File: src/hdl/xhc_pkg.sv
// ----------------------------------------------------------------------------
// xhc_pkg: shared types and constants of the XOR hex cipher block
// Command and status codes, queue entry layout, back-end states and the
// hex digit decoder used by the front end.
// ----------------------------------------------------------------------------
package xhc_pkg;

  // Command codes on cmd
  localparam logic [1:0] CMD_ENCODE = 2'd0;
  localparam logic [1:0] CMD_DECODE = 2'd1;
  localparam logic [1:0] CMD_CRACK  = 2'd2;

  // Status codes on status
  localparam logic [1:0] STATUS_OK       = 2'd0;
  localparam logic [1:0] STATUS_NONPRINT = 2'd1;
  localparam logic [1:0] STATUS_OVERFLOW = 2'd2;

  // Character and crack constants
  localparam logic [7:0] SPACE_CODE = 8'd32;
  localparam logic [7:0] PRINT_LOW  = 8'd32;
  localparam logic [7:0] PRINT_HIGH = 8'd126;
  localparam logic [6:0] HIST_MAX   = 7'd127;
  localparam logic [7:0] CHAR_0     = 8'h30;
  localparam logic [7:0] CHAR_9     = 8'h39;
  localparam logic [7:0] CHAR_UA    = 8'h41;
  localparam logic [7:0] CHAR_UZ    = 8'h5A;
  localparam logic [7:0] CHAR_LA    = 8'h61;
  localparam logic [7:0] CHAR_LZ    = 8'h7A;
  localparam logic [7:0] UPPER_BIAS = 8'd55;  // 'A' - 10
  localparam logic [7:0] LOWER_BIAS = 8'd87;  // 'a' - 10

  // Queue between front and back
  localparam int QUEUE_DEPTH = 4;
  localparam int QUEUE_AW    = 2;
  localparam int QUEUE_CW    = 3;

  typedef enum logic {
    KIND_EMIT,
    KIND_CRACK
  } xhc_kind_t;

  typedef struct packed {
    xhc_kind_t  kind;
    logic [7:0] data;
    logic       store;
    logic       finish;
  } xhc_entry_t;

  typedef enum logic [2:0] {
    ST_IDLE,
    ST_HIST_UPD,
    ST_FINISH,
    ST_SCAN_RD,
    ST_SCAN_CHK,
    ST_EMIT_RD,
    ST_EMIT_OUT
  } xhc_state_t;

  // Value of one hex-style character: digits, then letters of either case
  function automatic logic [7:0] digit_of(input logic [7:0] ch);
    logic [7:0] d;
    begin
      d = 8'd0;
      if (ch >= CHAR_0 && ch <= CHAR_9) begin
        d = ch - CHAR_0;
      end else if (ch >= CHAR_UA && ch <= CHAR_UZ) begin
        d = ch - UPPER_BIAS;
      end else if (ch >= CHAR_LA && ch <= CHAR_LZ) begin
        d = ch - LOWER_BIAS;
      end
      return d;
    end
  endfunction

endpackage

File: src/hdl/xhc_ram.sv
// ----------------------------------------------------------------------------
// xhc_ram: generic simple dual-port RAM
// One write port, one read port, registered read data, no reset of contents.
// ----------------------------------------------------------------------------
module xhc_ram #(
  parameter int WIDTH = 8,
  parameter int DEPTH = 64,
  parameter int AW    = (DEPTH > 1) ? $clog2(DEPTH) : 1
) (
  input  logic             clk,
  input  logic             we,
  input  logic [AW-1:0]    waddr,
  input  logic [WIDTH-1:0] wdata,
  input  logic [AW-1:0]    raddr,
  output logic [WIDTH-1:0] rdata
);

  logic [WIDTH-1:0] mem [0:DEPTH-1];

  // Write, then register the read word
  always_ff @(posedge clk) begin
    if (we) begin
      mem[waddr] <= wdata;
    end
    rdata <= mem[raddr];
  end

endmodule

File: src/hdl/xhc_queue.sv
// ----------------------------------------------------------------------------
// xhc_queue: short item queue between front and back end
// Register FIFO of decoded work entries; full holds the front end off.
// ----------------------------------------------------------------------------
module xhc_queue (
  input  logic               clk,
  input  logic               rst,
  input  logic               push,
  input  xhc_pkg::xhc_entry_t push_entry,
  input  logic               pop,
  output logic               full,
  output logic               not_empty,
  output xhc_pkg::xhc_entry_t head
);

  xhc_pkg::xhc_entry_t               slots [0:xhc_pkg::QUEUE_DEPTH-1];
  logic [xhc_pkg::QUEUE_AW-1:0]      wptr;
  logic [xhc_pkg::QUEUE_AW-1:0]      rptr;
  logic [xhc_pkg::QUEUE_CW-1:0]      count;

  assign full      = (count == xhc_pkg::QUEUE_CW'(xhc_pkg::QUEUE_DEPTH));
  assign not_empty = (count != '0);
  assign head      = slots[rptr];

  // Store pushed entries
  always_ff @(posedge clk) begin
    if (push) begin
      slots[wptr] <= push_entry;
    end
  end

  // Advance pointers and occupancy
  always_ff @(posedge clk) begin
    if (rst) begin
      wptr  <= '0;
      rptr  <= '0;
      count <= '0;
    end else begin
      if (push) begin
        wptr <= wptr + 1'b1;
      end
      if (pop) begin
        rptr <= rptr + 1'b1;
      end
      case ({push, pop})
        2'b10:   count <= count + 1'b1;
        2'b01:   count <= count - 1'b1;
        default: count <= count;
      endcase
    end
  end

endmodule

File: src/hdl/xhc_front.sv
// ----------------------------------------------------------------------------
// xhc_front: item intake and classification
// Accepts items, packs hex character pairs, applies the key for encode and
// decode, and pushes one work entry per item that needs back-end work.
// ----------------------------------------------------------------------------
module xhc_front (
  input  logic               clk,
  input  logic               rst,
  input  logic               start,
  input  logic [1:0]         cmd,
  input  logic [7:0]         in_char,
  input  logic               end_of_message,
  input  logic [7:0]         cipher_key,
  input  logic               q_full,
  output logic               push,
  output xhc_pkg::xhc_entry_t push_entry
);

  logic       char_parity;
  logic       char_parity_next;
  logic [7:0] nibble_acc;
  logic [7:0] nibble_acc_next;
  logic [7:0] acc_new;
  logic       accept;
  logic       pair_done;

  assign accept    = start & ~q_full;
  assign acc_new   = {nibble_acc[3:0], 4'h0} + xhc_pkg::digit_of(in_char);
  assign pair_done = char_parity;

  // Classify the item and form the queue entry
  always_comb begin
    char_parity_next  = char_parity;
    nibble_acc_next   = nibble_acc;
    push              = 1'b0;
    push_entry.kind   = xhc_pkg::KIND_EMIT;
    push_entry.data   = in_char ^ cipher_key;
    push_entry.store  = 1'b0;
    push_entry.finish = 1'b0;
    case (cmd)
      xhc_pkg::CMD_ENCODE: begin
        push = accept;
      end
      xhc_pkg::CMD_DECODE: begin
        char_parity_next = ~char_parity;
        nibble_acc_next  = acc_new;
        push             = accept & pair_done;
        push_entry.data  = acc_new ^ cipher_key;
      end
      xhc_pkg::CMD_CRACK: begin
        char_parity_next  = ~char_parity;
        nibble_acc_next   = acc_new;
        push              = accept & (pair_done | end_of_message);
        push_entry.kind   = xhc_pkg::KIND_CRACK;
        push_entry.data   = acc_new;
        push_entry.store  = pair_done;
        push_entry.finish = end_of_message;
      end
      default: begin
        push = 1'b0;
      end
    endcase
    // Drop any unpaired character at the end of a message
    if (end_of_message && (cmd == xhc_pkg::CMD_ENCODE || cmd == xhc_pkg::CMD_DECODE ||
                           cmd == xhc_pkg::CMD_CRACK)) begin
      char_parity_next = 1'b0;
      nibble_acc_next  = 8'd0;
    end
  end

  // Hold pair state; update only on an accepted item
  always_ff @(posedge clk) begin
    if (rst) begin
      char_parity <= 1'b0;
      nibble_acc  <= 8'd0;
    end else if (accept) begin
      char_parity <= char_parity_next;
      nibble_acc  <= nibble_acc_next;
    end
  end

endmodule

File: src/hdl/xhc_back.sv
// ----------------------------------------------------------------------------
// xhc_back: work execution and result generation
// Emits encode and decode results, stores crack bytes with a histogram and a
// running most-frequent byte, and runs the check and emit sweeps at the end.
// ----------------------------------------------------------------------------
module xhc_back #(
  parameter int MAX_BYTES = 64
) (
  input  logic               clk,
  input  logic               rst,
  input  logic               q_not_empty,
  input  xhc_pkg::xhc_entry_t q_head,
  output logic               q_pop,
  output logic               strobe,
  output logic [7:0]         out_byte,
  output logic [7:0]         popular_byte,
  output logic [1:0]         status,
  output logic               last_result
);

  localparam int AW = (MAX_BYTES > 1) ? $clog2(MAX_BYTES) : 1;
  localparam int CW = $clog2(MAX_BYTES + 1);

  xhc_pkg::xhc_state_t state;
  xhc_pkg::xhc_state_t state_next;

  logic [7:0]    cur_byte;
  logic          cur_finish;
  logic [CW-1:0] byte_count;
  logic [CW-1:0] byte_count_next;
  logic          overflow_flag;
  logic          overflow_flag_next;
  logic [7:0]    best_byte;
  logic [7:0]    best_byte_next;
  logic [6:0]    best_cnt;
  logic [6:0]    best_cnt_next;
  logic [CW-1:0] idx;
  logic [CW-1:0] idx_next;
  logic [CW-1:0] idx_inc;
  logic [255:0]  hist_valid;
  logic          hist_valid_q;
  logic          clear_all;
  logic          set_valid;

  logic          store_we;
  logic [AW-1:0] store_raddr;
  logic [7:0]    store_q;
  logic          hist_we;
  logic [7:0]    hist_raddr;
  logic [6:0]    hist_q;
  logic [6:0]    hist_cnt;
  logic [6:0]    hist_inc;
  logic [7:0]    plain;
  logic [7:0]    crack_key;

  logic          emit;
  logic [7:0]    emit_byte;
  logic [7:0]    emit_pop;
  logic [1:0]    emit_status;
  logic          emit_last;

  // Byte store and histogram memories
  xhc_ram #(.WIDTH(8), .DEPTH(MAX_BYTES), .AW(AW)) u_store (
    .clk   (clk),
    .we    (store_we),
    .waddr (byte_count[AW-1:0]),
    .wdata (q_head.data),
    .raddr (store_raddr),
    .rdata (store_q)
  );

  xhc_ram #(.WIDTH(7), .DEPTH(256), .AW(8)) u_hist (
    .clk   (clk),
    .we    (hist_we),
    .waddr (cur_byte),
    .wdata (hist_inc),
    .raddr (hist_raddr),
    .rdata (hist_q)
  );

  assign hist_raddr  = q_head.data;
  assign store_raddr = idx[AW-1:0];
  assign hist_cnt    = hist_valid_q ? hist_q : 7'd0;
  assign hist_inc    = (hist_cnt == xhc_pkg::HIST_MAX) ? hist_cnt : hist_cnt + 7'd1;
  assign crack_key   = best_byte ^ xhc_pkg::SPACE_CODE;
  assign plain       = store_q ^ crack_key;
  assign idx_inc     = idx + CW'(1);

  // Next state, memory controls and result selection
  always_comb begin
    state_next         = state;
    q_pop              = 1'b0;
    store_we           = 1'b0;
    hist_we            = 1'b0;
    set_valid          = 1'b0;
    clear_all          = 1'b0;
    byte_count_next    = byte_count;
    overflow_flag_next = overflow_flag;
    best_byte_next     = best_byte;
    best_cnt_next      = best_cnt;
    idx_next           = idx;
    emit               = 1'b0;
    emit_byte          = 8'd0;
    emit_pop           = best_byte;
    emit_status        = xhc_pkg::STATUS_OK;
    emit_last          = 1'b1;
    case (state)
      xhc_pkg::ST_IDLE: begin
        if (q_not_empty) begin
          q_pop = 1'b1;
          if (q_head.kind == xhc_pkg::KIND_EMIT) begin
            emit      = 1'b1;
            emit_byte = q_head.data;
            emit_pop  = 8'd0;
          end else if (q_head.store && byte_count < CW'(MAX_BYTES)) begin
            store_we   = 1'b1;
            state_next = xhc_pkg::ST_HIST_UPD;
          end else begin
            if (q_head.store) begin
              overflow_flag_next = 1'b1;
            end
            state_next = q_head.finish ? xhc_pkg::ST_FINISH : xhc_pkg::ST_IDLE;
          end
        end
      end
      xhc_pkg::ST_HIST_UPD: begin
        hist_we         = 1'b1;
        set_valid       = 1'b1;
        byte_count_next = byte_count + CW'(1);
        if (hist_inc > best_cnt || (hist_inc == best_cnt && cur_byte < best_byte)) begin
          best_byte_next = cur_byte;
          best_cnt_next  = hist_inc;
        end
        state_next = cur_finish ? xhc_pkg::ST_FINISH : xhc_pkg::ST_IDLE;
      end
      xhc_pkg::ST_FINISH: begin
        if (overflow_flag) begin
          emit        = 1'b1;
          emit_status = xhc_pkg::STATUS_OVERFLOW;
          clear_all   = 1'b1;
          state_next  = xhc_pkg::ST_IDLE;
        end else if (byte_count == '0) begin
          clear_all  = 1'b1;
          state_next = xhc_pkg::ST_IDLE;
        end else begin
          idx_next   = '0;
          state_next = xhc_pkg::ST_SCAN_RD;
        end
      end
      xhc_pkg::ST_SCAN_RD: begin
        state_next = xhc_pkg::ST_SCAN_CHK;
      end
      xhc_pkg::ST_SCAN_CHK: begin
        if (plain < xhc_pkg::PRINT_LOW || plain > xhc_pkg::PRINT_HIGH) begin
          emit        = 1'b1;
          emit_status = xhc_pkg::STATUS_NONPRINT;
          clear_all   = 1'b1;
          state_next  = xhc_pkg::ST_IDLE;
        end else if (idx_inc == byte_count) begin
          idx_next   = '0;
          state_next = xhc_pkg::ST_EMIT_RD;
        end else begin
          idx_next   = idx_inc;
          state_next = xhc_pkg::ST_SCAN_RD;
        end
      end
      xhc_pkg::ST_EMIT_RD: begin
        state_next = xhc_pkg::ST_EMIT_OUT;
      end
      xhc_pkg::ST_EMIT_OUT: begin
        emit      = 1'b1;
        emit_byte = plain;
        emit_last = (idx_inc == byte_count);
        if (idx_inc == byte_count) begin
          clear_all  = 1'b1;
          state_next = xhc_pkg::ST_IDLE;
        end else begin
          idx_next   = idx_inc;
          state_next = xhc_pkg::ST_EMIT_RD;
        end
      end
      default: begin
        state_next = xhc_pkg::ST_IDLE;
      end
    endcase
    // Drop all crack state at the end of a message
    if (clear_all) begin
      byte_count_next    = '0;
      overflow_flag_next = 1'b0;
      best_byte_next     = 8'd0;
      best_cnt_next      = 7'd0;
    end
  end

  // State and crack bookkeeping
  always_ff @(posedge clk) begin
    if (rst) begin
      state         <= xhc_pkg::ST_IDLE;
      byte_count    <= '0;
      overflow_flag <= 1'b0;
      best_byte     <= 8'd0;
      best_cnt      <= 7'd0;
      idx           <= '0;
      hist_valid    <= '0;
      strobe        <= 1'b0;
    end else begin
      state         <= state_next;
      byte_count    <= byte_count_next;
      overflow_flag <= overflow_flag_next;
      best_byte     <= best_byte_next;
      best_cnt      <= best_cnt_next;
      idx           <= idx_next;
      strobe        <= emit;
      if (clear_all) begin
        hist_valid <= '0;
      end else if (set_valid) begin
        hist_valid[cur_byte] <= 1'b1;
      end
    end
  end

  // Latch the popped entry and the result payload
  always_ff @(posedge clk) begin
    if (q_pop) begin
      cur_byte   <= q_head.data;
      cur_finish <= q_head.finish;
    end
    hist_valid_q <= hist_valid[hist_raddr];
    if (emit) begin
      out_byte     <= emit_byte;
      popular_byte <= emit_pop;
      status       <= emit_status;
      last_result  <= emit_last;
    end
  end

endmodule

File: src/hdl/xor_hex_cipher_with_crack.sv
// ----------------------------------------------------------------------------
// xor_hex_cipher_with_crack: single-byte XOR cipher with hex decode and crack
// Encode, hex decode and frequency crack of single-byte XOR messages.
// ----------------------------------------------------------------------------
// Usage:
//   Items enter on start/busy: an item is taken at a clock edge with start
//   high and busy low. cmd selects encode, hex decode or crack; cmd 3 is
//   ignored. The key is written through cfg_valid/cfg_ready/cfg_data; the
//   user must write it only while the block is idle, which the block itself
//   does not enforce; cfg_ready is always high. Results appear for one cycle
//   with strobe high; the receiver cannot stall. The intake takes one item per
//   cycle, while busy is low, into a four-entry queue; busy is high while that
//   queue is full. In the back end a stored crack byte passes the idle and the
//   histogram read-modify-write states, other crack items the idle state only.
//   A crack end passes the finish state, then a printable check sweep and an
//   emit sweep over the stored bytes, each alternating a read state and a
//   check or emit state as set by the registered read of the byte store.
//   Reset clears the key, the pair state, the queue and all crack state;
//   histogram entries are marked empty at once by valid bits.
// ----------------------------------------------------------------------------
module xor_hex_cipher_with_crack #(
  parameter int MAX_BYTES = 64
) (
  input  logic       clk,
  input  logic       rst,
  input  logic       start,
  output logic       busy,
  input  logic [1:0] cmd,
  input  logic [7:0] in_char,
  input  logic       end_of_message,
  input  logic       cfg_valid,
  output logic       cfg_ready,
  input  logic [7:0] cfg_data,
  output logic       strobe,
  output logic [7:0] out_byte,
  output logic [7:0] popular_byte,
  output logic [1:0] status,
  output logic       last_result
);

  logic               [7:0] cipher_key;
  logic                     q_full;
  logic                     q_push;
  logic                     q_pop;
  logic                     q_not_empty;
  xhc_pkg::xhc_entry_t      q_push_entry;
  xhc_pkg::xhc_entry_t      q_head;

  assign cfg_ready = 1'b1;
  assign busy      = q_full;

  // Hold the key register
  always_ff @(posedge clk) begin
    if (rst) begin
      cipher_key <= 8'd0;
    end else if (cfg_valid && cfg_ready) begin
      cipher_key <= cfg_data;
    end
  end

  xhc_front u_front (
    .clk            (clk),
    .rst            (rst),
    .start          (start),
    .cmd            (cmd),
    .in_char        (in_char),
    .end_of_message (end_of_message),
    .cipher_key     (cipher_key),
    .q_full         (q_full),
    .push           (q_push),
    .push_entry     (q_push_entry)
  );

  xhc_queue u_queue (
    .clk        (clk),
    .rst        (rst),
    .push       (q_push),
    .push_entry (q_push_entry),
    .pop        (q_pop),
    .full       (q_full),
    .not_empty  (q_not_empty),
    .head       (q_head)
  );

  xhc_back #(.MAX_BYTES(MAX_BYTES)) u_back (
    .clk          (clk),
    .rst          (rst),
    .q_not_empty  (q_not_empty),
    .q_head       (q_head),
    .q_pop        (q_pop),
    .strobe       (strobe),
    .out_byte     (out_byte),
    .popular_byte (popular_byte),
    .status       (status),
    .last_result  (last_result)
  );

endmodule
File: config.mk
export PLATFORM = sky130hd
export DESIGN_NAME = xor_hex_cipher_with_crack
export DESIGN_NICKNAME = d
export VERILOG_FILES = /design/src/hdl/xhc_pkg.sv /design/src/hdl/xhc_ram.sv /design/src/hdl/xhc_queue.sv /design/src/hdl/xhc_front.sv /design/src/hdl/xhc_back.sv /design/src/hdl/xor_hex_cipher_with_crack.sv
export SDC_FILE = /design/constraint.sdc
export NUM_CORES = 2
export LEC_CHECK = 0
export BUFFER_PORTS_ARGS = -buffer_cell sky130_fd_sc_hd__buf_2
export CORE_ASPECT_RATIO = 1.25
export CORE_MARGIN = 8
export CORE_UTILIZATION = 63
export CTS_CLUSTER_SIZE = 40
export DETAILED_ROUTE_END_ITERATION = 6
export MAX_ROUTING_LAYER = met4
export PLACE_DENSITY = 0.79
export SLEW_MARGIN = 20
export SYNTH_ARGS = -nofsm -noshare
export SYNTH_HDL_FRONTEND = slang
export SYNTH_SLANG_ARGS = --single-unit
File: constraint.sdc
create_clock -name clk -period 17.6 [get_ports clk]
set_input_delay 5.28 -clock clk [delete_from_list [all_inputs] [get_ports clk]]
set_output_delay 5.28 -clock clk [all_outputs]
set_load 0.01 [all_outputs]
==> results.toml <==
[global_routing]
grt_pass1_vias = 65750
grt_first_pass_wirelength_um = 436400
gr-usage-met1_pct = 41.06
grt.overflow.total = 0
maximum_number_of_pins_on_one_net_before_global_route_repair = 197
global_route.usage.met2_pct = 49.70
grt_usage_pct = 32.91
met3_usage_pct = 7.845
grt_busiest_layer = "met2"
antenna_violations_before_repair = 11

[setup_path]
regToRegEndpoint = "u_back.u_hist.rdata[2]"
crit_arrival_ns = 8.85
timing.critical_path.from_type = "primary input"
timing.reg2reg.worst_path_depth = 12
crit_required_ns = 18.23
critical_path.endpoint = "u_queue.slots[2][9]"
startpoint = "in_char[0]"
timing.critical_path.fanout_max = 8
crit_path_end_kind = "flop"
criticalPathCategory = "in -> reg"
r2r_setup_slack_ns = 11.12

[run]
max_cap_viol_count = 0

[floorplanning]
core_mm2 = 0.1708
fp.dieArea_mm2 = 0.1848
fp-row-count = 170
initial_utilization_pct = 63.16
boundaryPins = 45
die_x_um = 386.1
floorplan.die.height_um = 478.6

[power]
power.leakage_nw = 38.11
vdd.ir_drop.worst_v = 0.0001550
power_density_mw_per_mm2 = 156.8

[final_layout]
final_nets = 7436
fin_util_pct = 68.92
multi_input_comb_area_mm2 = 0.02753
n_fill_cell = 10550
layout-area-overhead-vs-synth_pct = 9.123
layout.cells.non_filler = 9838
final-seq-area_mm2 = 0.07792
post_route_cells_drive_above_1_share_pct = 11.05

[detailed_routing]
drt_wl_total_um = 302000
wire_per_inst_um = 30.70
final_antenna_violating_net_count = 0
drt-vias-per-instance = 6.923
drc = 0
via_count = 68110
initial_detailed_routing_violation_count = 10430
drtPass1Iterations = 6

[yosys]
post_synthesis_share_of_cell_area_spent_on_full_adders_half_adders_and_majority_gates_pct = 0.4779
syn_avg_cell_area_um2 = 14.47
synth_mux_area_share_pct = 7.569
cell_area_after_synthesis_mm2 = 0.1079
simple_logic_cell_fraction_of_the_synthesized_area_pct = 10.36
synth_top_area_cell = "edfxtp_1"
dominant_combinational_cell_family_by_area_after_synthesis = "simple AND/OR/NAND/NOR gates"
postSynthNetCount = 7520
yosys_warnings = 0
ys_ff_latch = 2704
ys_dominant_reg_cell = "edfxtp_1"
asyncSetResetFlopFracSynth_pct = 0
synth_seq_area_share_pct = 72.23
post_synth_inst_count = 7457
yosys_cell_types = 80
synth_compound_area_share_pct = 6.594
synthTopCellsByArea = "edfxtp_1, dfxtp_1, mux4_2"
synth-edff-count = 2376
yosysTopAreaCellShare_pct = 66.14
synth_xor_area_share_pct = 0.3097

[placed_design]
place.detailed.instances = 9375
place_congestion = 0.9331
port_buffers = 43
hpwlAfterDp_um = 170500

[cts]
htreeDepth = 4
post_cts_buffers = 0
clock_buffer_count_from_cts = 232
cts.clk_slew.worst_paths_ns = 0.07
cts_resized = 0
cts.path.max_buffers = 3
cts_root_buffer = "clkbuf_16"
cts_num_sinks = 2704
holdBufCountCts = 0
insertion_delay_ns = 0.92
tritoncts = "done"

[hold_path]
timing.hold.worst.start = "u_back.hist_valid[166]"
hold_path_class = "reg -> reg"
min_delay_path_depth = 2

[timing]
final_min_period_over_clock_period_pct = 46.71
final_max_slew_viol_count = 0
fin_setup_tns_ns = 0
final_hold_viol_count = 0
rsz0062_at_grt = "false"
fin_worst_hold_slack_ns = 0.4650
timing.clock.skew_ns = 0.1179
slew-limit-headroom_pct = 22.08
setup_violations = 0
worstMarginPinSlew_ns = 1.139
max_freq_mhz = 121.6
final_period_minus_worst_setup_slack_ns = 8.222

[status]
result_of_the_run = "completed"
[cell type report]
class                           instances  share of cell area [%]
Clock inverter                        129                   1.346
Tap cell                             2236                   2.377
Antenna cell                           19                 0.04039
Timing Repair Buffer                  158                   1.061
Inverter                               51                  0.1998
Clock buffer                          315                   5.392
Multi-Input combinational cell       4226                   23.39
Sequential cell                      2704                   66.20
[where the power goes]
part / internal (mW) / switching, mW / leakage [nW]
clock: 2.97 / 2.36 / 3.87
combinational: 1.12 / 3.93 / 10.0
sequential: 7.99 / 0.0873 / 24.2
total: 12.1 / 6.38 / 38.1
[Yosys cell counts, types with 30 or more instances]
master	count
edfxtp_1	2376
nand2_1	1052
buf_6	30
nor2_1	901
nor3_1	43
a311oi_1	139
a21oi_1	173
a211oi_1	193
mux2i_1	287
clkbuf_1	214
nand3_1	247
o221ai_1	73
nor2b_1	198
buf_4	70
mux4_2	222
buf_2	115
buf_1	44
nand4_1	33
a31oi_1	92
inv_1	47
ha_1	38
dfxtp_1	328
nor4_1	44
o22ai_1	57
o21ai_0	95
[per-layer routing]
layer	wire length, um	vias to the layer above
li1	-	27990
met1	101800	33600
met2	141900	5378
met3	38260	1135
met4	20070	0
met5	0	-
[placed cells by master, fill, tap and decap left out, types with 44 or more instances in the layout]
| cell type | n |
|---|---|
| o22ai_1 | 57 |
| buf_4 | 100 |
| edfxtp_1 | 2376 |
| o221ai_1 | 73 |
| nor2b_1 | 196 |
| clkbuf_16 | 232 |
| nor4_1 | 44 |
| nand3_1 | 245 |
| a21oi_1 | 171 |
| clkbuf_1 | 60 |
| mux4_2 | 220 |
| a31oi_1 | 91 |
| o21ai_0 | 94 |
| clkinv_2 | 50 |
| a211oi_1 | 193 |
| nor2_1 | 896 |
| mux2i_1 | 287 |
| nand2_1 | 1045 |
| inv_1 | 46 |
| a311oi_1 | 139 |
| dfxtp_1 | 326 |
[flip-flops by register name, indices dropped and copies added, names as in the netlist, 8 cells and up, named ones only]
register and cells:
u_back.cur_byte 8, u_back.out_byte 8, u_back.best_byte 8, u_back.u_store.rdata 8, u_back.u_hist.mem 1792, cipher_key 8, u_back.popular_byte 8, u_back.u_store.mem 512
u_back.hist_valid 256, u_queue.slots 44
[logic make-up (layout without fill, tap and decap cells)]
family,count (synthesis),count (layout)
DFF,2704,2704
buffers and inverters,527,653
other,1,20
adders and majority gates,40,40
AOI/OAI and AO/OA,998,998
muxes,535,535
and+or+nand+nor,2617,2617
xor gates and xnor gates,35,35
[through the flow]
step | worst slack [ns] | area, um2 | total power [mW]
5_1_grt | 9.157 | 117700 | 18.81
6_report | 9.378 | 117700 | 18.45
4_1_cts | 9.441 | 117600 | 18.25
2_1_floorplan | 3.678 | 107900 | 11.35
3_3_place_gp | 8.476 | 109700 | 12.89
3_5_place_dp | 8.515 | 109700 | 13.01
[worst min path at each step]
stage | endpoint | slack (ns)
after floorplan | u_back.hist_valid[0] | 0.43
after global placement | u_back.hist_valid[20] | 0.44
after detailed placement | u_back.hist_valid[32] | 0.45
after CTS | u_back.hist_valid[32] | 0.47
after global routing | u_back.hist_valid[90] | 0.49
final | u_back.hist_valid[166] | 0.46
[critical path, stage by stage]
cell      delay (ns)
buf_2           0.18
inv_1           0.11
ha_1            0.22
nor4b_1         0.17
a2111o_1        0.43
a31oi_1         0.37
a211oi_1        0.10
a31oi_1         0.19
xnor2_1         0.15
a22oi_1         0.09
a21oi_1         0.21
ha_1            0.28
a21oi_1         0.17
xnor2_1         0.11
xor2_1          0.18
a21oi_1         0.17
nor2_1          0.06
o21ai_0         0.39
Note: power is estimated with default switching activity, not from simulation.
